File: config.mk
export PLATFORM = sky130hd
export DESIGN_NAME = line_sensor_pid_steering_flat
export DESIGN_NICKNAME = d
export VERILOG_FILES = /design/src/sv/lsps_pkg.sv /design/src/sv/lsps_if.sv /design/src/sv/lsps_err_sum.sv /design/src/sv/line_sensor_pid_steering.sv /design/src/flat_wrapper.sv
export VERILOG_INCLUDE_DIRS = /design/src /design/src/sv
export SDC_FILE = /design/constraint.sdc
export NUM_CORES = 2
export LEC_CHECK = 0
export CAP_MARGIN = 30
export CORE_MARGIN = 2
export CORE_UTILIZATION = 60
export CTS_BUF_LIST = sky130_fd_sc_hd__clkbuf_8
export DETAILED_ROUTE_END_ITERATION = 12
export DONT_BUFFER_PORTS = 1
export PLACE_DENSITY = 0.76
export REMOVE_ABC_BUFFERS = 1
export SLEW_MARGIN = 20
export SYNTH_ARGS = -nofsm -noshare
export SYNTH_HDL_FRONTEND = slang
export SYNTH_SLANG_ARGS = --single-unit
File: constraint.sdc
create_clock -name clk -period 9.9 [get_ports clk]
set_clock_uncertainty 0.1 [all_clocks]
set_input_delay 1.485 -clock clk [delete_from_list [all_inputs] [get_ports clk]]
set_output_delay 1.485 -clock clk [all_outputs]
set_load 0.01 [all_outputs]
File: src/sv/assert_macros.svh
// ----------------------------------------------------------------------------
// assertion macros
// shared concurrent assertion helpers, empty under synthesis
// ----------------------------------------------------------------------------
`ifndef ASSERT_MACROS_SVH
`define ASSERT_MACROS_SVH

`ifndef SYNTHESIS
// plain property, disabled while in reset
`define LSPS_ASSERT(lbl, clk, rstn, prop, msg) \
  lbl: assert property (@(posedge clk) disable iff (!rstn) (prop)) else $error(msg);
// antecedent in this cycle, consequent in the next
`define LSPS_ASSERT_NEXT(lbl, clk, rstn, ante, cons, msg) \
  lbl: assert property (@(posedge clk) disable iff (!rstn) (ante) |=> (cons)) else $error(msg);
`else
`define LSPS_ASSERT(lbl, clk, rstn, prop, msg)
`define LSPS_ASSERT_NEXT(lbl, clk, rstn, ante, cons, msg)
`endif

`endif

File: src/sv/lsps_pkg.sv
// ----------------------------------------------------------------------------
// lsps_pkg
// types, widths and constants of the line sensor pid steering block
// ----------------------------------------------------------------------------
package lsps_pkg;

  localparam int NUM_SENSORS        = 6;
  localparam int SENSOR_W           = 10;
  localparam int GAIN_W             = 16;
  localparam int BASE_W             = 15;
  localparam int ERR_W              = 16;
  localparam int INT_W              = 32;
  localparam int OUT_W              = 16;
  localparam int DEF_GAIN_FRAC_BITS = 8;

  localparam int CFG_IDX_W  = 2;
  localparam int CFG_DATA_W = 16;

  typedef enum logic [CFG_IDX_W-1:0] {
    REG_GAIN_P = 2'd0,
    REG_GAIN_I = 2'd1,
    REG_GAIN_D = 2'd2,
    REG_BASE   = 2'd3
  } cfg_reg_t;

  localparam logic signed [GAIN_W-1:0] GAIN_P_RST = 16'sd2560;
  localparam logic signed [GAIN_W-1:0] GAIN_I_RST = 16'sd0;
  localparam logic signed [GAIN_W-1:0] GAIN_D_RST = 16'sd0;
  localparam logic [BASE_W-1:0]        BASE_RST   = 15'd2000;

  typedef logic [SENSOR_W-1:0]                 reading_t;
  // index 0 is the outermost right sensor, the last the outermost left
  typedef reading_t [NUM_SENSORS-1:0]          sensor_vec_t;

  // sensor weights in tenths, right to left
  localparam logic signed [ERR_W-1:0] WEIGHT_TENTHS [NUM_SENSORS] = '{
    -16'sd10, -16'sd5, -16'sd2, 16'sd2, 16'sd5, 16'sd10
  };

  // x / 10 == (x * RECIP_10) >> RECIP_SHIFT for any x below 2**32
  localparam int              MAG_W       = 20;
  localparam logic [31:0]     RECIP_10    = 32'hCCCC_CCCD;
  localparam int              RECIP_SHIFT = 35;

endpackage

File: src/sv/lsps_if.sv
// ----------------------------------------------------------------------------
// lsps channel interfaces
// valid/ready channels for sensor items and steering result items
// ----------------------------------------------------------------------------
interface lsps_in_if;
  import lsps_pkg::*;

  logic                valid;
  logic                ready;
  logic [SENSOR_W-1:0] sensor_ext_right;
  logic [SENSOR_W-1:0] sensor_right;
  logic [SENSOR_W-1:0] sensor_mid_right;
  logic [SENSOR_W-1:0] sensor_mid_left;
  logic [SENSOR_W-1:0] sensor_left;
  logic [SENSOR_W-1:0] sensor_ext_left;

  modport source (
    output valid, sensor_ext_right, sensor_right, sensor_mid_right,
           sensor_mid_left, sensor_left, sensor_ext_left,
    input  ready
  );

  modport sink (
    input  valid, sensor_ext_right, sensor_right, sensor_mid_right,
           sensor_mid_left, sensor_left, sensor_ext_left,
    output ready
  );
endinterface

interface lsps_out_if;
  import lsps_pkg::*;

  logic                    valid;
  logic                    ready;
  logic signed [OUT_W-1:0] line_error;
  logic signed [OUT_W-1:0] control_output;
  logic signed [OUT_W-1:0] right_velocity;
  logic signed [OUT_W-1:0] left_velocity;

  modport source (
    output valid, line_error, control_output, right_velocity, left_velocity,
    input  ready
  );

  modport sink (
    input  valid, line_error, control_output, right_velocity, left_velocity,
    output ready
  );
endinterface

File: src/sv/lsps_err_sum.sv
// ----------------------------------------------------------------------------
// lsps_err_sum
// weighted sum of the six sensor readings, line error in units of 1e-4
// ----------------------------------------------------------------------------
module lsps_err_sum (
  input  lsps_pkg::sensor_vec_t               sensors,
  output logic signed [lsps_pkg::ERR_W-1:0]   line_error
);
  import lsps_pkg::*;

  logic signed [ERR_W-1:0] acc;

  // readings up to 1023 keep every partial sum inside 16 bits
  always_comb begin
    acc = '0;
    for (int i = 0; i < NUM_SENSORS; i++) begin
      acc = acc + WEIGHT_TENTHS[i] * $signed(ERR_W'(sensors[i]));
    end
  end

  assign line_error = acc;

endmodule

File: src/sv/line_sensor_pid_steering.sv
// ----------------------------------------------------------------------------
// line_sensor_pid_steering
// pid steering from a weighted line sensor error, with saturating integral
// ----------------------------------------------------------------------------
// throughput: one item per cycle while the output takes results; the integral and
//   previous error loop closes in a single stage, and each stage holds one
//   item behind its own ready
// reset: gains and base speed take their defaults, integral and previous error
//   clear to zero, the pipeline empties
`include "assert_macros.svh"

module line_sensor_pid_steering #(
  parameter int GAIN_FRAC_BITS = lsps_pkg::DEF_GAIN_FRAC_BITS
) (
  input  logic                              clk,
  input  logic                              rst_n,
  lsps_in_if.sink                           in_ch,
  lsps_out_if.source                        out_ch,
  input  logic                              cfg_we,
  input  logic [lsps_pkg::CFG_IDX_W-1:0]    cfg_index,
  input  logic [lsps_pkg::CFG_DATA_W-1:0]   cfg_wdata
);
  import lsps_pkg::*;

  // pipeline stages
  localparam int ST_SENS = 1;
  localparam int ST_ERR  = 2;
  localparam int ST_INT  = 3;
  localparam int ST_MUL  = 4;
  localparam int ST_ACC  = 5;
  localparam int ST_MAG  = 6;
  localparam int ST_REC  = 7;
  localparam int ST_CTL  = 8;
  localparam int ST_OUT  = 9;
  localparam int NSTAGE  = ST_OUT;

  localparam int P_W      = GAIN_W + ERR_W;
  localparam int I_W      = GAIN_W + INT_W;
  localparam int D_W      = GAIN_W + ERR_W + 1;
  localparam int ACC_W    = I_W + 1;
  localparam int PROD_W   = MAG_W + 32;
  localparam int Q_W      = PROD_W - RECIP_SHIFT;
  localparam int SAT_IN_W = Q_W + 1;

  localparam logic signed [SAT_IN_W-1:0] OUT_MAX = SAT_IN_W'((2 ** (OUT_W - 1)) - 1);
  localparam logic signed [SAT_IN_W-1:0] OUT_MIN = -OUT_MAX - SAT_IN_W'(1);

  function automatic logic signed [OUT_W-1:0] sat_out(input logic signed [SAT_IN_W-1:0] v);
    logic signed [OUT_W-1:0] r;
    if (v > OUT_MAX) begin
      r = OUT_MAX[OUT_W-1:0];
    end else if (v < OUT_MIN) begin
      r = OUT_MIN[OUT_W-1:0];
    end else begin
      r = v[OUT_W-1:0];
    end
    return r;
  endfunction

  // configuration registers
  logic signed [GAIN_W-1:0] kp_r, ki_r, kd_r;
  logic [BASE_W-1:0]        base_r;

  always_ff @(posedge clk) begin
    if (!rst_n) begin
      kp_r   <= GAIN_P_RST;
      ki_r   <= GAIN_I_RST;
      kd_r   <= GAIN_D_RST;
      base_r <= BASE_RST;
    end else if (cfg_we) begin
      case (cfg_reg_t'(cfg_index))
        REG_GAIN_P: kp_r   <= cfg_wdata;
        REG_GAIN_I: ki_r   <= cfg_wdata;
        REG_GAIN_D: kd_r   <= cfg_wdata;
        REG_BASE:   base_r <= cfg_wdata[BASE_W-1:0];
        default: ;
      endcase
    end
  end

  // per-stage handshake: a stage loads when it is empty or its item moves on
  logic [NSTAGE:1]   vld_r;
  logic [NSTAGE-1:0] vin;
  logic [NSTAGE+1:1] rdy;
  logic [NSTAGE:1]   ld;

  always_comb begin
    vin          = {vld_r[NSTAGE-1:1], in_ch.valid};
    rdy[NSTAGE+1] = out_ch.ready;
    for (int k = NSTAGE; k >= 1; k--) begin
      rdy[k] = !vld_r[k] || rdy[k+1];
    end
    for (int k = 1; k <= NSTAGE; k++) begin
      ld[k] = rdy[k] && vin[k-1];
    end
  end

  always_ff @(posedge clk) begin
    if (!rst_n) begin
      vld_r <= '0;
    end else begin
      for (int k = 1; k <= NSTAGE; k++) begin
        if (rdy[k]) begin
          vld_r[k] <= vin[k-1];
        end
      end
    end
  end

  assign in_ch.ready  = rdy[ST_SENS];
  assign out_ch.valid = vld_r[ST_OUT];

  // stage 1: input register
  sensor_vec_t sens_in, sens_r;

  assign sens_in[0] = in_ch.sensor_ext_right;
  assign sens_in[1] = in_ch.sensor_right;
  assign sens_in[2] = in_ch.sensor_mid_right;
  assign sens_in[3] = in_ch.sensor_mid_left;
  assign sens_in[4] = in_ch.sensor_left;
  assign sens_in[5] = in_ch.sensor_ext_left;

  always_ff @(posedge clk) begin
    if (ld[ST_SENS]) begin
      sens_r <= sens_in;
    end
  end

  // stage 2: weighted error
  logic signed [ERR_W-1:0] err_sum, err_r;

  lsps_err_sum u_err_sum (
    .sensors    (sens_r),
    .line_error (err_sum)
  );

  always_ff @(posedge clk) begin
    if (ld[ST_ERR]) begin
      err_r <= err_sum;
    end
  end

  // stage 3: integral and derivative; prev_err_r doubles as this stage's error
  logic signed [INT_W-1:0] integ_r, int_nxt;
  logic signed [INT_W:0]   int_sum;
  logic signed [ERR_W-1:0] prev_err_r;
  logic signed [ERR_W:0]   diff_nxt, diff_r;

  always_comb begin
    int_sum  = $signed({integ_r[INT_W-1], integ_r}) + (INT_W+1)'(err_r);
    diff_nxt = (ERR_W+1)'(err_r) - (ERR_W+1)'(prev_err_r);
    if (int_sum[INT_W] != int_sum[INT_W-1]) begin
      int_nxt = int_sum[INT_W] ? {1'b1, {(INT_W-1){1'b0}}} : {1'b0, {(INT_W-1){1'b1}}};
    end else begin
      int_nxt = int_sum[INT_W-1:0];
    end
  end

  always_ff @(posedge clk) begin
    if (!rst_n) begin
      integ_r    <= '0;
      prev_err_r <= '0;
    end else if (ld[ST_INT]) begin
      integ_r    <= int_nxt;
      prev_err_r <= err_r;
    end
  end

  always_ff @(posedge clk) begin
    if (ld[ST_INT]) begin
      diff_r <= diff_nxt;
    end
  end

  // stage 4: gain products
  logic signed [P_W-1:0] p_r;
  logic signed [I_W-1:0] i_r;
  logic signed [D_W-1:0] d_r;

  always_ff @(posedge clk) begin
    if (ld[ST_MUL]) begin
      p_r <= P_W'(kp_r) * P_W'(prev_err_r);
      i_r <= I_W'(ki_r) * I_W'(integ_r);
      d_r <= D_W'(kd_r) * D_W'(diff_r);
    end
  end

  // stage 5: sum of terms
  logic signed [ACC_W-1:0] acc_r;

  always_ff @(posedge clk) begin
    if (ld[ST_ACC]) begin
      acc_r <= ACC_W'(p_r) + ACC_W'(i_r) + ACC_W'(d_r);
    end
  end

  // stage 6: magnitude, drop fraction bits, clamp (anything clamped saturates)
  logic [ACC_W-1:0] absv, shv;
  logic [MAG_W-1:0] mag_nxt, mag_r;
  logic             neg6_r;

  always_comb begin
    absv    = acc_r[ACC_W-1] ? ACC_W'(-acc_r) : ACC_W'(acc_r);
    shv     = absv >> GAIN_FRAC_BITS;
    mag_nxt = (|shv[ACC_W-1:MAG_W]) ? {MAG_W{1'b1}} : shv[MAG_W-1:0];
  end

  always_ff @(posedge clk) begin
    if (ld[ST_MAG]) begin
      mag_r  <= mag_nxt;
      neg6_r <= acc_r[ACC_W-1];
    end
  end

  // stage 7: divide by ten through the reciprocal
  logic [PROD_W-1:0] rec_r;
  logic              neg7_r;

  always_ff @(posedge clk) begin
    if (ld[ST_REC]) begin
      rec_r  <= PROD_W'(mag_r) * PROD_W'(RECIP_10);
      neg7_r <= neg6_r;
    end
  end

  // stage 8: signed, saturated control value
  logic [Q_W-1:0]               quo;
  logic signed [SAT_IN_W-1:0]   ctl_full;
  logic signed [OUT_W-1:0]      ctl_r;

  always_comb begin
    quo      = rec_r[PROD_W-1:RECIP_SHIFT];
    ctl_full = neg7_r ? -$signed({1'b0, quo}) : $signed({1'b0, quo});
  end

  always_ff @(posedge clk) begin
    if (ld[ST_CTL]) begin
      ctl_r <= sat_out(ctl_full);
    end
  end

  // line error travels alongside the arithmetic
  logic signed [ERR_W-1:0] eline_r [ST_MUL:ST_OUT];

  always_ff @(posedge clk) begin
    if (ld[ST_MUL]) begin
      eline_r[ST_MUL] <= prev_err_r;
    end
    for (int k = ST_MUL + 1; k <= ST_OUT; k++) begin
      if (ld[k]) begin
        eline_r[k] <= eline_r[k-1];
      end
    end
  end

  // stage 9: wheel velocities, output register
  logic signed [SAT_IN_W-1:0] base_ext, ctl_ext;
  logic signed [OUT_W-1:0]    ctl_out_r, vr_r, vl_r;

  assign base_ext = SAT_IN_W'($signed({1'b0, base_r}));
  assign ctl_ext  = SAT_IN_W'(ctl_r);

  always_ff @(posedge clk) begin
    if (ld[ST_OUT]) begin
      ctl_out_r <= ctl_r;
      vr_r      <= sat_out(base_ext + ctl_ext);
      vl_r      <= sat_out(base_ext - ctl_ext);
    end
  end

  assign out_ch.line_error     = eline_r[ST_OUT];
  assign out_ch.control_output = ctl_out_r;
  assign out_ch.right_velocity = vr_r;
  assign out_ch.left_velocity  = vl_r;

  `LSPS_ASSERT(a_full_stall, clk, rst_n, ((&vld_r) && !out_ch.ready) |-> !in_ch.ready, "full and stalled")
  `LSPS_ASSERT_NEXT(a_state_hold, clk, rst_n, !ld[ST_INT], $stable(integ_r) && $stable(prev_err_r), "state moved")
  `LSPS_ASSERT_NEXT(a_prev_err, clk, rst_n, ld[ST_INT], prev_err_r == $past(err_r), "previous error")
  `LSPS_ASSERT(a_steer_dir, clk, rst_n, out_ch.valid |-> ((out_ch.control_output >= 0) == (out_ch.right_velocity >= out_ch.left_velocity)), "steer sign")

endmodule

File: src/flat_wrapper.sv
// flat-port wrapper written by rule: the top's interface ports become plain ports
module line_sensor_pid_steering_flat import lsps_pkg::*;
#(
  parameter int GAIN_FRAC_BITS = lsps_pkg::DEF_GAIN_FRAC_BITS
)
  (clk, rst_n, cfg_we, cfg_index, cfg_wdata, in_ch_valid, in_ch_sensor_ext_right, in_ch_sensor_right, in_ch_sensor_mid_right, in_ch_sensor_mid_left, in_ch_sensor_left, in_ch_sensor_ext_left, in_ch_ready, out_ch_valid, out_ch_line_error, out_ch_control_output, out_ch_right_velocity, out_ch_left_velocity, out_ch_ready);
  lsps_in_if in_ch_i ();
  lsps_out_if out_ch_i ();
  input  logic clk;
  input  logic rst_n;
  input  logic cfg_we;
  input  logic [lsps_pkg::CFG_IDX_W-1:0] cfg_index;
  input  logic [lsps_pkg::CFG_DATA_W-1:0] cfg_wdata;
  input wire logic [$bits(in_ch_i.valid)-1:0] in_ch_valid;
  input wire logic [$bits(in_ch_i.sensor_ext_right)-1:0] in_ch_sensor_ext_right;
  input wire logic [$bits(in_ch_i.sensor_right)-1:0] in_ch_sensor_right;
  input wire logic [$bits(in_ch_i.sensor_mid_right)-1:0] in_ch_sensor_mid_right;
  input wire logic [$bits(in_ch_i.sensor_mid_left)-1:0] in_ch_sensor_mid_left;
  input wire logic [$bits(in_ch_i.sensor_left)-1:0] in_ch_sensor_left;
  input wire logic [$bits(in_ch_i.sensor_ext_left)-1:0] in_ch_sensor_ext_left;
  output wire logic [$bits(in_ch_i.ready)-1:0] in_ch_ready;
  output wire logic [$bits(out_ch_i.valid)-1:0] out_ch_valid;
  output wire logic [$bits(out_ch_i.line_error)-1:0] out_ch_line_error;
  output wire logic [$bits(out_ch_i.control_output)-1:0] out_ch_control_output;
  output wire logic [$bits(out_ch_i.right_velocity)-1:0] out_ch_right_velocity;
  output wire logic [$bits(out_ch_i.left_velocity)-1:0] out_ch_left_velocity;
  input wire logic [$bits(out_ch_i.ready)-1:0] out_ch_ready;
  assign in_ch_i.valid = in_ch_valid;
  assign in_ch_i.sensor_ext_right = in_ch_sensor_ext_right;
  assign in_ch_i.sensor_right = in_ch_sensor_right;
  assign in_ch_i.sensor_mid_right = in_ch_sensor_mid_right;
  assign in_ch_i.sensor_mid_left = in_ch_sensor_mid_left;
  assign in_ch_i.sensor_left = in_ch_sensor_left;
  assign in_ch_i.sensor_ext_left = in_ch_sensor_ext_left;
  assign in_ch_ready = in_ch_i.ready;
  assign out_ch_valid = out_ch_i.valid;
  assign out_ch_line_error = out_ch_i.line_error;
  assign out_ch_control_output = out_ch_i.control_output;
  assign out_ch_right_velocity = out_ch_i.right_velocity;
  assign out_ch_left_velocity = out_ch_i.left_velocity;
  assign out_ch_i.ready = out_ch_ready;
  line_sensor_pid_steering #(.GAIN_FRAC_BITS(GAIN_FRAC_BITS)) u_core (.clk(clk), .rst_n(rst_n), .in_ch(in_ch_i), .out_ch(out_ch_i), .cfg_we(cfg_we), .cfg_index(cfg_index), .cfg_wdata(cfg_wdata));
endmodule
### Yosys cells after proc, flatten, opt, wreduce, memory -nomap -nowiden

Memories as Yosys holds them, arrays and structs flattened.
Cells that the tools add are included.

* magnitude comparators: 6
* reduce and logical (&&, ||, !) cells: 33
* equality and inequality tests: 4
* $add $sub $neg: 14
* muxes and demuxes: 19
* multipliers: 8

Operators with widths (number)
* $mux W32: 2
* $gt A18 B16 Y1 const B: 3
* $lt A18 B16 Y1 const B: 3
* $mul A20 B32 Y52 const B: 1
* $add A32 B48 Y49: 1
* $add A49 B33 Y49: 1
* $mux W49: 1
* $neg A49 Y49: 1
* $mul A16 B32 Y48: 1
* $mux W16: 3
* $sub A16 B16 Y17: 2
* $add A32 B16 Y33: 1
* $mul A16 B17 Y33: 1
* $add A16 B15 Y16: 2
* $mul A16 B16 Y32: 1
* $mul A4 B11 Y15 const A: 2
* $mul A3 B10 Y13 const A: 2
* $reduce_or A21 Y1: 1
* $mux W18: 1
* $neg A17 Y18: 1
* $add A16 B16 Y17: 1
* $add A16 B12 Y16: 1
* $add A16 B14 Y16: 1
* $add A16 B16 Y16: 1
* 10 further kinds: 49

* RAM bits: 96
* output and inout port bits: 66
* input port bits: 83
* bits in registers: 513
* memories kept: 1
* word-level logic and storage cells: 120

Memories
* u_core.eline_r: depth 6, bits a word 16, read ports 6, clocked after Yosys merged registers in 0, write ports 6, RTL line line_sensor_pid_steering.sv:243 `logic signed [ERR_W-1:0] eline_r [ST_MUL:ST_OUT];`

### Depth between registers and ports, before layout

* word-level depth: 11
* depth in mapped cells: 28
* gate-level depth less buffers: 28

### Cells and area by module

A second synthesis with hierarchy kept.

* cells, all modules: 7562
* area total of the unflattened synthesis: 75334.8 um^2

By module, submodules not included
* line_sensor_pid_steering: times used 1, seq. area each 16035.4 um^2, cells each 7075, area each 70832.9 um^2
* lsps_err_sum: times used 1, seq. area each 0.0 um^2, cells each 487, area each 4501.8 um^2

### Worst setup path after synthesis

No wires, ideal clock.

* path type: input port to flip-flop
* start: input port out_ch_ready
* end: register u_core.d_r[0] (enable)
* cell stages on the path: 5
* required time: 9.165 ns
* path slack: 1.303 ns
* buffers on the path: 0
* library setup time: 0.635 ns
* arrival: 7.863 ns
* cells stage by stage: nor2b_1 > and2_1 > and3_1 > and3_1 > nor2b_1

* word-level cells in the longest chain between the ends: 7

Ends and longest elaborated chain
* from (decl): RTL line flat_wrapper.sv:27 `input wire logic [$bits(out_ch_i.ready)-1:0] out_ch_ready;`
* $logic_or A1 B1 Y1 (6 in a row): RTL line line_sensor_pid_steering.sv:91 `rdy[k] = !vld_r[k] || rdy[k+1];`
* $logic_and A1 B1 Y1: RTL line line_sensor_pid_steering.sv:94 `ld[k] = rdy[k] && vin[k-1];`
* named net u_core.ld (one bit): RTL line line_sensor_pid_steering.sv:85 `logic [NSTAGE:1] ld;`
* to (signal assigned): RTL line line_sensor_pid_steering.sv:184 `d_r <= D_W'(kd_r) * D_W'(diff_r);`
* to (decl): RTL line line_sensor_pid_steering.sv:178 `logic signed [D_W-1:0] d_r;`

The timed path passes the listed nets, and every way through them passes these cells.
A chain may end at the register's enable or synchronous reset.

### Worst setup path in the final report

* start: register u_core.ki_r[2]
* end: register u_core.i_r[42] (data pin)

* word-level cells in the longest chain between the ends: 1

Ends and longest elaborated chain
* from (decl): RTL line line_sensor_pid_steering.sv:61 `logic signed [GAIN_W-1:0] kp_r, ki_r, kd_r;`
* from (signal assigned): RTL line line_sensor_pid_steering.sv:73 `REG_GAIN_I: ki_r <= cfg_wdata;`
* $mul A16 B32 Y48: RTL line line_sensor_pid_steering.sv:183 `i_r <= I_W'(ki_r) * I_W'(integ_r);`
* to (signal assigned): RTL line line_sensor_pid_steering.sv:183
* to (decl): RTL line line_sensor_pid_steering.sv:177 `logic signed [I_W-1:0] i_r;`

No other way between the ends.

==> flow_metrics.tcl <==
set metrics [dict create \
    insertion_delay_ns 0.78 \
    cp.arrival_ns 8.27 \
    synth_area_per_cell_um2 9.98 \
    viasPerCell 5.59 \
    fmax_mhz 127 \
    cap_violations 0 \
    grt_pass1_wl_um 287000 \
    overflow 0 \
    placed_area_um2 76700 \
    ir_drop_v 0.000639 \
    worst_slew_pin_slew_ns 0.970 \
    root_buffer "clkbuf_8" \
    power_density_nw_per_um2 153 \
    die_h_um 358 \
    yosysSeqAreaShare_pct 21.4 \
    synth_seq_cells 574 \
    ys_warn_count 0 \
    period_minus_slack_ns 7.87 \
    ant_nets 0 \
    place_hpwl_um 141000 \
    cts_buffer_depth 3 \
    syn-cell-area_um2 75000 \
    final_cell_mix "inv_1, fa_1, nand2_1" \
    drc 0 \
    drive_above_1_share_pct 3.57 \
    hp-class "reg -> reg" \
    clock-sinks 574 \
    std_cell_rows 129 \
    cts_tree "yes" \
    grt_pass1_vias 55300 \
    portBuffers 0 \
    syn_inst 7515 \
    drv_slew 0 \
    cts_hold_buf 0 \
    yosys_most_used_dff "edfxtp_1" \
    dieWidth_um 358 \
    fin_util_pct 63.5 \
    cp.required_ns 10.30 \
    synth_edf_count 454 \
    rsz0062_at_grt "false" \
    final_area_um2 78700 \
    start_util_pct 60.5 \
    place_congestion 0.963 \
    path_clk_slew_ns 0.06 \
    cts_setup_buffers 0 \
    fin_tns_setup_ns 0 \
    cp_max_fo 23 \
    start_kind "register" \
    grt.total_usage_pct 28.6 \
    slew_headroom_pct 35.3 \
    io_pins 149 \
    cts_resized 0 \
    wirelength_um 173000 \
    post-route-period-util_pct 79.5 \
    vias 51100 \
    hold_violations 0 \
    fin_nets 9478 \
    async_flop_share_pct 0 \
    setup_viol 0 \
    p_leak_nw 37.9 \
    die_area_um2 128000 \
    r2r_setup_slack_ns 2.03 \
    cts_made_buffers 97 \
    drt-pass1-iter-count 8 \
    core_area_um2 124000 \
    end_kind "register" \
    wl_per_cell_um 18.9 \
    place_ws_ns 2.12 \
    grt_max_degree 121 \
    grt_antenna_before_repair 3 \
    area_growth_pct 4.92 \
    yosysUniqueCellTypes 80 \
    htree_levels 3 \
    final_common_cell "inv_1" \
    status "finished, final reports clean" \
    worst_slack_ns 2.03 \
    worstSetupPathType "reg -> reg" \
    hold_slack_ns 0.315 \
    first_iter_violations 3818 \
]
[report_power, final]
part	leakage (nW)	switching, mW	internal (mW)
logic	31.5	3.65	2.81
registers	5.19	0.277	3.06
clock network	1.13	1.04	1.20
[registers in the layout, summed over array words and instances (netlist names)]
signal                        cells
u_core.neg7_r                     1
u_core.d_r                       33
u_core.sens_r                    60
u_core.rec_r                     17
u_core.ki_r                      16
u_core.vld_r                      9
u_core.err_r                     16
u_core.diff_r                    17
u_core.base_r                    15
u_core.ctl_r                     16
u_core.kd_r                      16
u_core.integ_r                   32
u_core.prev_err_r                16
u_core.p_r                       32
u_core.acc_r                     49
u_core.out_ch.right_velocity     16
u_core.mag_r                     20
u_core.neg6_r                     1
u_core.i_r                       48
u_core.out_ch.left_velocity      16
u_core.kp_r                      16
u_core.out_ch.control_output     16
u_core.eline_r                   96
[final timing paths]
check | to | cells after the start | start
worst min-delay path | u_core.eline_r[4][24] | 0 | u_core.eline_r[4][8]
worst max-delay path | u_core.i_r[42] | 21 | u_core.ki_r[2]
worst max register to register | u_core.i_r[42] | 21 | u_core.ki_r[2]
worst min register to register | u_core.eline_r[4][24] | 0 | u_core.eline_r[4][8]
[area by class of cell]
cell class / instances / area (um2)
clock inverter: 77 / 606
tap: 1637 / 2050
multi-input combinational: 5083 / 52000
timing repair buffer: 60 / 534
antenna: 2 / 5.00
fill: 9737 / 45200
sequential: 574 / 16000
inverter: 1612 / 6050
clock buffer: 104 / 1430
[routing by layer]
layer / vias to the layer above / routed length (um) / GRT usage [%]
met5: - / 26 / 0
li1: 23200 / - / -
met3: 363 / 12100 / 4.89
met2: 1748 / 84600 / 48.8
met4: 4 / 7190 / 11.2
met1: 25800 / 69200 / 36.5
[synth_stat cells, types with 24 or more instances]
cell type     n  area [um2]
a21boi_0     89         668
a21o_1      102         766
a21oi_1     240        1200
and2_1      404        2530
and3_1       24         150
clkbuf_1    225         845
dfxtp_1     120        2400
edfxtp_1    454       13600
fa_1       1277       25600
ha_1        690        8630
inv_1      1609        6040
maj3_1       31         310
nand2_1     887        3330
nand2b_1     66         413
nand3_1      50         250
nor2_1      226         848
nor2b_1      53         332
nor3_1       48         240
o21a_1       52         390
o21ai_0     201        1010
o21bai_1     42         315
xnor2_1     192        1680
xor2_1      122        1070
[cells by family after synthesis]
family          Yosys count  synth area share, %
compound gates          899                 7.70
xor+xnor                314                 3.67
fa+ha+maj              1998                 46.0
buf+inv                1858                 9.41
flops                   574                 21.4
mux                       3               0.0434
simple gates           1869                 11.8
[worst max-delay path, stage by stage (launching register included)]
cell,delay [ns]
dfxtp_1,0.58
buf_4,0.41
nand2_1,0.13
fa_1,0.54
fa_1,0.59
fa_1,0.46
fa_1,0.57
inv_1,0.06
fa_1,0.49
fa_1,0.43
ha_1,0.38
o21a_1,0.15
o21a_1,0.10
o21ai_0,0.08
a211o_1,0.33
nor3_1,0.60
a21boi_0,0.41
a311o_1,0.47
a21oi_1,0.21
o21a_1,0.21
a21boi_0,0.13
xnor2_1,0.13
[per-stage QoR]
step                total power, mW  instances
floorplan                      8.29       7269
global placement               9.59       8956
detailed placement             9.80       8963
CTS                            12.1       9144
global route                   13.1       9148
finish                         12.0       9149
No activity file was read; power rests on OpenSTA's default activity.
